==> config.mk <==
export PLATFORM = sky130hd
export DESIGN_NAME = tracker_sensor_packet_parser
export DESIGN_NICKNAME = d
export VERILOG_FILES = /design/src/sv/tssp_pkg.sv /design/src/sv/tracker_sensor_packet_parser.sv
export SDC_FILE = /design/constraint.sdc
export NUM_CORES = 1
export LEC_CHECK = 0
export BUFFER_PORTS_ARGS = -buffer_cell sky130_fd_sc_hd__buf_2
export CAP_MARGIN = 0
export CELL_PAD_IN_SITES_DETAIL_PLACEMENT = 1
export CELL_PAD_IN_SITES_GLOBAL_PLACEMENT = 1
export CORE_ASPECT_RATIO = 0.8
export CORE_UTILIZATION = 32
export DETAILED_ROUTE_END_ITERATION = 10
export PLACE_DENSITY = 0.66
export SYNTH_ARGS = -nofsm -noshare
export SYNTH_HDL_FRONTEND = slang
export SYNTH_SLANG_ARGS = --single-unit
==> constraint.sdc <==
create_clock -name clk -period 6.9 [get_ports clk]
set_input_delay 0.69 -clock clk [delete_from_list [all_inputs] [get_ports clk]]
set_output_delay 0.69 -clock clk [all_outputs]
set_load 0.005 [all_outputs]
==> src/sv/tssp_pkg.sv <==
// types and constants shared by the tracker sensor packet parser
`timescale 1ns / 1ps
`default_nettype none

package tssp_pkg;

	localparam logic [2:0] KIND_HEADER = 3'd0;
	localparam logic [2:0] KIND_ACCEL  = 3'd1;
	localparam logic [2:0] KIND_GYRO   = 3'd2;
	localparam logic [2:0] KIND_MAG    = 3'd3;
	localparam logic [2:0] KIND_END    = 3'd4;

	localparam logic [6:0] POS_CMD_HI   = 7'd2;
	localparam logic [6:0] POS_COUNT    = 7'd3;
	localparam logic [6:0] POS_TEMP_HI  = 7'd7;
	localparam logic [6:0] POS_HEADER   = 7'd11;
	localparam logic [6:0] POS_SLOT_LO  = 7'd19;
	localparam logic [6:0] POS_SLOT_HI  = 7'd43;
	localparam logic [6:0] POS_MAG      = 7'd49;
	localparam logic [6:0] POS_MAX      = 7'd127;
	localparam logic [6:0] POS_LEN_A    = 7'd61;
	localparam logic [6:0] POS_LEN_B    = 7'd63;

	localparam logic [7:0] MAX_SAMPLES  = 8'd2;

	localparam int TDATA_W = 136;

	typedef struct packed {
		logic [2:0]         record_kind;
		logic               sample_index;
		logic signed [20:0] axis_x;
		logic signed [20:0] axis_y;
		logic signed [20:0] axis_z;
		logic [15:0]        last_cmd;
		logic [1:0]         sample_count;
		logic signed [15:0] temperature;
		logic [31:0]        timestamp;
		logic               length_ok;
		logic               last;
	} rec_t;

endpackage

`default_nettype wire

==> src/sv/tracker_sensor_packet_parser.sv <==
// tracker sensor report parser: byte stream in, header/sample/mag/end records out
// path: a byte accepted passes the input register, then the result register, where its first record shows
// throughput: one byte per cycle while m_tready is high; a byte that causes two
// records holds the input back while the two-entry result register sends the second
// reset: arst_n clears the byte index, shift register, held header fields
// and all valid flags at once; the first packet starts at index zero
`timescale 1ns / 1ps
`default_nettype none

module tracker_sensor_packet_parser
	import tssp_pkg::*;
(
	input  wire logic                 clk,
	input  wire logic                 arst_n,
	input  wire logic                 s_tvalid,
	output logic                      s_tready,
	input  wire logic [7:0]           s_tdata,  // data_byte
	input  wire logic                 s_tlast,  // end_of_packet
	output logic                      m_tvalid,
	input  wire logic                 m_tready,
	// sample_index, axis_x, axis_y, axis_z, last_cmd, sample_count,
	// temperature, timestamp, length_ok, zero fill
	output logic [TDATA_W-1:0]        m_tdata,
	output logic [2:0]                m_tuser,  // record_kind
	output logic                      m_tlast   // last
);

	logic        valid_s1;
	logic [7:0]  byte_s1;
	logic        eop_s1;

	logic [6:0]  pos_q;
	logic [63:0] shift_q;
	logic [15:0] cmd_q;
	logic [1:0]  count_q;
	logic [15:0] temp_q;

	logic        valid_s2;
	logic        two_s2;
	rec_t        rec0_s2;
	rec_t        rec1_s2;
	logic        sel_q;

	logic        out_fire;
	logic        s2_free;
	logic        advance;
	logic        in_fire;
	logic [63:0] shift_new;
	logic [6:0]  slot_off;
	logic        is_slot;
	logic        has_main;
	rec_t        main_rec;
	rec_t        end_rec;
	rec_t        out_rec;

	assign out_fire = m_tvalid && m_tready;
	assign s2_free  = !valid_s2 || (out_fire && (sel_q || !two_s2));
	assign advance  = valid_s1 && s2_free;
	assign s_tready = !valid_s1 || advance;
	assign in_fire  = s_tvalid && s_tready;

	assign shift_new = {shift_q[55:0], byte_s1};
	assign slot_off  = pos_q - POS_SLOT_LO;
	assign is_slot   = (pos_q >= POS_SLOT_LO) && (pos_q <= POS_SLOT_HI) &&
		(slot_off[2:0] == 3'd0);

	always_comb begin
		main_rec = '0;
		has_main = 1'b0;
		if (pos_q == POS_HEADER) begin
			has_main              = 1'b1;
			main_rec.record_kind  = KIND_HEADER;
			main_rec.last_cmd     = cmd_q;
			main_rec.sample_count = count_q;
			main_rec.temperature  = temp_q;
			main_rec.timestamp    = {shift_new[7:0], shift_new[15:8],
				shift_new[23:16], shift_new[31:24]};
		end else if (is_slot) begin
			if ({1'b0, slot_off[4]} < count_q) begin
				has_main              = 1'b1;
				main_rec.record_kind  = slot_off[3] ? KIND_GYRO : KIND_ACCEL;
				main_rec.sample_index = slot_off[4];
				main_rec.axis_x       = shift_new[63:43];
				main_rec.axis_y       = shift_new[42:22];
				main_rec.axis_z       = shift_new[21:1];
			end
		end else if (pos_q == POS_MAG) begin
			has_main             = 1'b1;
			main_rec.record_kind = KIND_MAG;
			main_rec.axis_x      = 21'(signed'({shift_new[39:32], shift_new[47:40]}));
			main_rec.axis_y      = 21'(signed'({shift_new[23:16], shift_new[31:24]}));
			main_rec.axis_z      = 21'(signed'({shift_new[7:0], shift_new[15:8]}));
		end
		main_rec.last = !eop_s1;
	end

	always_comb begin
		end_rec             = '0;
		end_rec.record_kind = KIND_END;
		end_rec.length_ok   = (pos_q == POS_LEN_A) || (pos_q == POS_LEN_B);
		end_rec.last        = 1'b1;
	end

	// input register
	always_ff @(posedge clk or negedge arst_n) begin
		if (!arst_n) begin
			valid_s1 <= 1'b0;
		end else if (s_tready) begin
			valid_s1 <= s_tvalid;
		end
	end

	always_ff @(posedge clk) begin
		if (in_fire) begin
			byte_s1 <= s_tdata;
			eop_s1  <= s_tlast;
		end
	end

	// packet state
	always_ff @(posedge clk or negedge arst_n) begin
		if (!arst_n) begin
			pos_q   <= '0;
			shift_q <= '0;
			cmd_q   <= '0;
			count_q <= '0;
			temp_q  <= '0;
		end else if (advance) begin
			shift_q <= shift_new;
			case (pos_q)
				POS_CMD_HI: begin
					cmd_q <= {shift_new[7:0], shift_new[15:8]};
				end
				POS_COUNT: begin
					count_q <= (byte_s1 > MAX_SAMPLES) ? MAX_SAMPLES[1:0] : byte_s1[1:0];
				end
				POS_TEMP_HI: begin
					temp_q <= {shift_new[7:0], shift_new[15:8]};
				end
				default: begin
				end
			endcase
			if (eop_s1) begin
				pos_q <= '0;
			end else if (pos_q != POS_MAX) begin
				pos_q <= pos_q + 7'd1;
			end
		end
	end

	// result register, up to two records per byte
	always_ff @(posedge clk or negedge arst_n) begin
		if (!arst_n) begin
			valid_s2 <= 1'b0;
			two_s2   <= 1'b0;
			sel_q    <= 1'b0;
		end else if (s2_free) begin
			valid_s2 <= advance && (has_main || eop_s1);
			two_s2   <= has_main && eop_s1;
			sel_q    <= 1'b0;
		end else if (out_fire) begin
			sel_q <= 1'b1;
		end
	end

	always_ff @(posedge clk) begin
		if (advance) begin
			rec0_s2 <= has_main ? main_rec : end_rec;
			rec1_s2 <= end_rec;
		end
	end

	assign out_rec  = sel_q ? rec1_s2 : rec0_s2;
	assign m_tvalid = valid_s2;
	assign m_tuser  = out_rec.record_kind;
	assign m_tlast  = out_rec.last;
	assign m_tdata  = {5'd0, out_rec.length_ok, out_rec.timestamp, out_rec.temperature,
		out_rec.sample_count, out_rec.last_cmd, out_rec.axis_z, out_rec.axis_y,
		out_rec.axis_x, out_rec.sample_index};

	a_sel_needs_pair: assert property (@(posedge clk) disable iff (!arst_n)
		sel_q |-> (valid_s2 && two_s2))
		else $error("second record selected without a pair");

	a_pair_ends: assert property (@(posedge clk) disable iff (!arst_n)
		(valid_s2 && two_s2) |-> (rec1_s2.record_kind == KIND_END))
		else $error("second record of a pair is not an end record");

	a_end_is_last: assert property (@(posedge clk) disable iff (!arst_n)
		(m_tvalid && (m_tuser == KIND_END)) |-> m_tlast)
		else $error("end record without last");

	a_pos_restart: assert property (@(posedge clk) disable iff (!arst_n)
		(advance && eop_s1) |=> (pos_q == 7'd0))
		else $error("byte index not cleared after end of packet");

endmodule

`default_nettype wire

==> key figures <==
Clocking
  – Post-CTS Hold Buffers: 0
  – Worst skew pair latency: 560 ps
  – Clock slew at reported path FFs: 60 ps
  – Clk buf depth: 3
  – CTS root buf: clkbuf_16
  – Post-CTS setup buffers: 0
  – Resized Gates After CTS: 0
  – CTS Buf Count: 28
  – CTS tree: yes
  – Clock sinks: 246
  – H-tree levels: 1

Placement
  – Area of placed instances: 0.0117 mm^2
  – Placed cell count: 1308
  – Post-DP HPWL: 17.1 mm
  – Post-Place Setup Slack: 2660 ps
  – GPL Wtd Cong: 0.753
  – IO Port Bufs: 149

STA
  – Worst-Margin Slew: 1140 ps
  – Max Clock Freq: 0.244 GHz
  – Hold Fails Final Rpt: 0
  – Slew margin rel.: 23.8%
  – Final setup fails: 0
  – Final WS setup: 2790 ps
  – Period utilization: 59.5%
  – Clk_skew: 25.1 ps
  – Unrepaired setup endpoints after global routing: false
  – Final Critical Period: 4110 ps
  – Slew Limit Fails: 0
  – Worst hold slack: 110 ps
  – Setup TNS: 0 ps

Logic synthesis
  – EDFF count, synth: 145
  – Synth Warn #: 0
  – Primary FF master, synth: edfxtp_1
  – Register area share after synthesis: 64.7%
  – Synthesized area per cell: 13.6 um^2
  – Async set or reset register ratio after synthesis: 41.1%
  – Syn Inst Count: 780
  – Mapped Area: 0.0106 mm^2
  – #FFs+latches synth: 246
  – Yosys cell types: 51

Final layout
  – Fill cell count: 3432
  – Design area: 0.0127 mm^2
  – Area growth, synth to finish: 19.2%
  – Commonest cells after routing, fill and taps aside: 148 x buf_2, 145 x edfxtp_1, 136 x nor2b_1
  – Non-filler cells, final: 1360
  – Fin nets: 928
  – Most common cell after layout, fill and taps aside: buf_2
  – # diodes: 0
  – Layout Utilization: 38.9%
  – Layout cells sized above 1: 32.2%

Worst setup path
  – Critical Path Start Type: flip-flop
  – FF-to-FF path depth: 5
  – Total stage count of the critical path: 5
  – Critical-path top delay cell: inv_6
  – Crit path DAT: 4290 ps
  – Crit-path cells: nor2b_1 > o21ai_1 > nand2_2 > inv_6 > buf_4
  – Crit-path max cell delay: 860 ps
  – WP buf/inv: 2
  – Critical Path RT: 7080 ps
  – Endpoint class of the critical path: flip-flop
  – Critical path peak fanout: 87
  – Largest delay share family, worst path: buffers and inverters
  – Crit path kind: flip-flop to flip-flop

Drt
  – Starting DRT DRC Count: 342
  – WL final: 26.3 mm
  – Routed length per instance: 19.4 um
  – Vias per cell: 4.76
  – DR DRC count: 0
  – Via count: 6467
  – Antenna-violating nets left: 0
  – Drt pass-1 iters: 4

Global route
  – GRT Util Overall: 15.5%
  – Largest net degree at the start of global routing: 103
  – Initial antenna violation count: 0
  – GR Overflow Total: 0
  – Vias in the first global route: 6479
  – First-pass GRT wire length: 40.0 mm

Floorplan
  – Starting Density: 32.6%
  – Core footprint: 0.0326 mm^2
  – # rows: 59
  – Die area: 0.0340 mm^2
  – Die height: 165 um
  – # IOs: 155
  – Die W: 206 um

Job
  – Maximum Capacitance Violations: 0

Outcome
  – Outcome: complete, no violations

Power
  – Worst VDD drop: 0.254 mV
  – Pwr per Cell Area: 340 mW/mm^2
  – LEAKAGE: 5.39 nW
  – Power, Total: 4.31 mW

Worst hold path
  – Worst hold path class: input port to async pin
[layout make-up]
| class | instances | area (um^2) | share of cell area [%] |
|---|---|---|---|
| flip-flops and latches | 246 | 6890 | 54.3 |
| multi-input cells | 454 | 3400 | 26.8 |
| repair buffers | 155 | 793 | 6.26 |
| clock buffers | 35 | 777 | 6.13 |
| well taps | 427 | 534 | 4.21 |
| clock inverters | 17 | 189 | 1.49 |
| inverters | 26 | 103 | 0.809 |
[sequential cells by signal (all words and copies together), names as in the netlist]
register and flops:
rec0_s2 135, shift_q 56, cmd_q 16, temp_q 16, byte_s1 8, pos_q 7
count_q 2, eop_s1 1, m_tvalid 1, rec1_s2 1, sel_q 1, two_s2 1
valid_s1 1
[routing by layer]
metal / vias to the layer above / wire length, um / track usage [%]
met5: - / 0 / 0
met4: 0 / 358 / 2.84
met3: 26 / 1250 / 2.88
met2: 145 / 11700 / 23.4
met1: 3292 / 13000 / 23.2
li1: 3004 / - / -
[worst reg2reg max path, cell delays in order (launching register included)]
cell	delay (ps)
dfrtp_4	650
nor2b_1	130
o21ai_1	680
nand2_2	750
inv_6	880
buf_4	660
[where the power goes]
part	leakage, nW	internal (mW)	switching, mW
combinational	2.18	0.313	0.300
clock	0.482	0.915	0.613
sequential	2.73	1.88	0.287
total	5.39	3.11	1.20
[logic make-up after synthesis]
logic type	Yosys count	synth area share, %
and+or+nand+nor	249	14.8
DFF	246	64.7
AOI/OAI and AO/OA	109	7.35
muxes	85	8.96
buffers and inverters	84	3.53
adders and majority gates	4	0.471
xor gates and xnor gates	2	0.165
other	1	0.0353
[cells in the mapped netlist, types with 2 or more instances]
cell type,count,area (um^2)
nor2_1,6,22.5
mux2i_1,3,30.0
nor3_1,4,20.0
nand3_1,2,10.0
a31oi_1,3,18.8
a21oi_1,4,20.0
nand4_2,2,25.0
o31ai_1,3,22.5
edfxtp_1,145,4350
a31o_2,2,17.5
nand2_1,8,30.0
clkbuf_1,33,124
nor2b_1,136,851
buf_1,4,15.0
o21ai_0,42,210
nor4_1,8,50.1
a22o_1,45,394
a21o_1,2,15.0
ha_1,4,50.1
buf_2,12,60.1
and3_1,2,12.5
mux2_2,82,923
buf_4,6,45.0
or2_2,2,12.5
and2_1,68,425
dfrtp_1,101,2530
inv_1,25,93.8
buf_6,3,33.8
[final timing paths]
check / startpoint / endpoint / slack [ps]
min in group clk: s_tdata[0] / byte_s1[0] / 330
max in group asynchronous: arst_n / cmd_q[4] / 5520
worst max-delay path: sel_q / rec0_s2[37] / 2790
worst min register to register: cmd_q[13] / cmd_q[13] / 490
worst min-delay path: arst_n / shift_q[52] / 110
worst max register to register: sel_q / rec0_s2[37] / 2790
(Power assumes the default switching activity.)
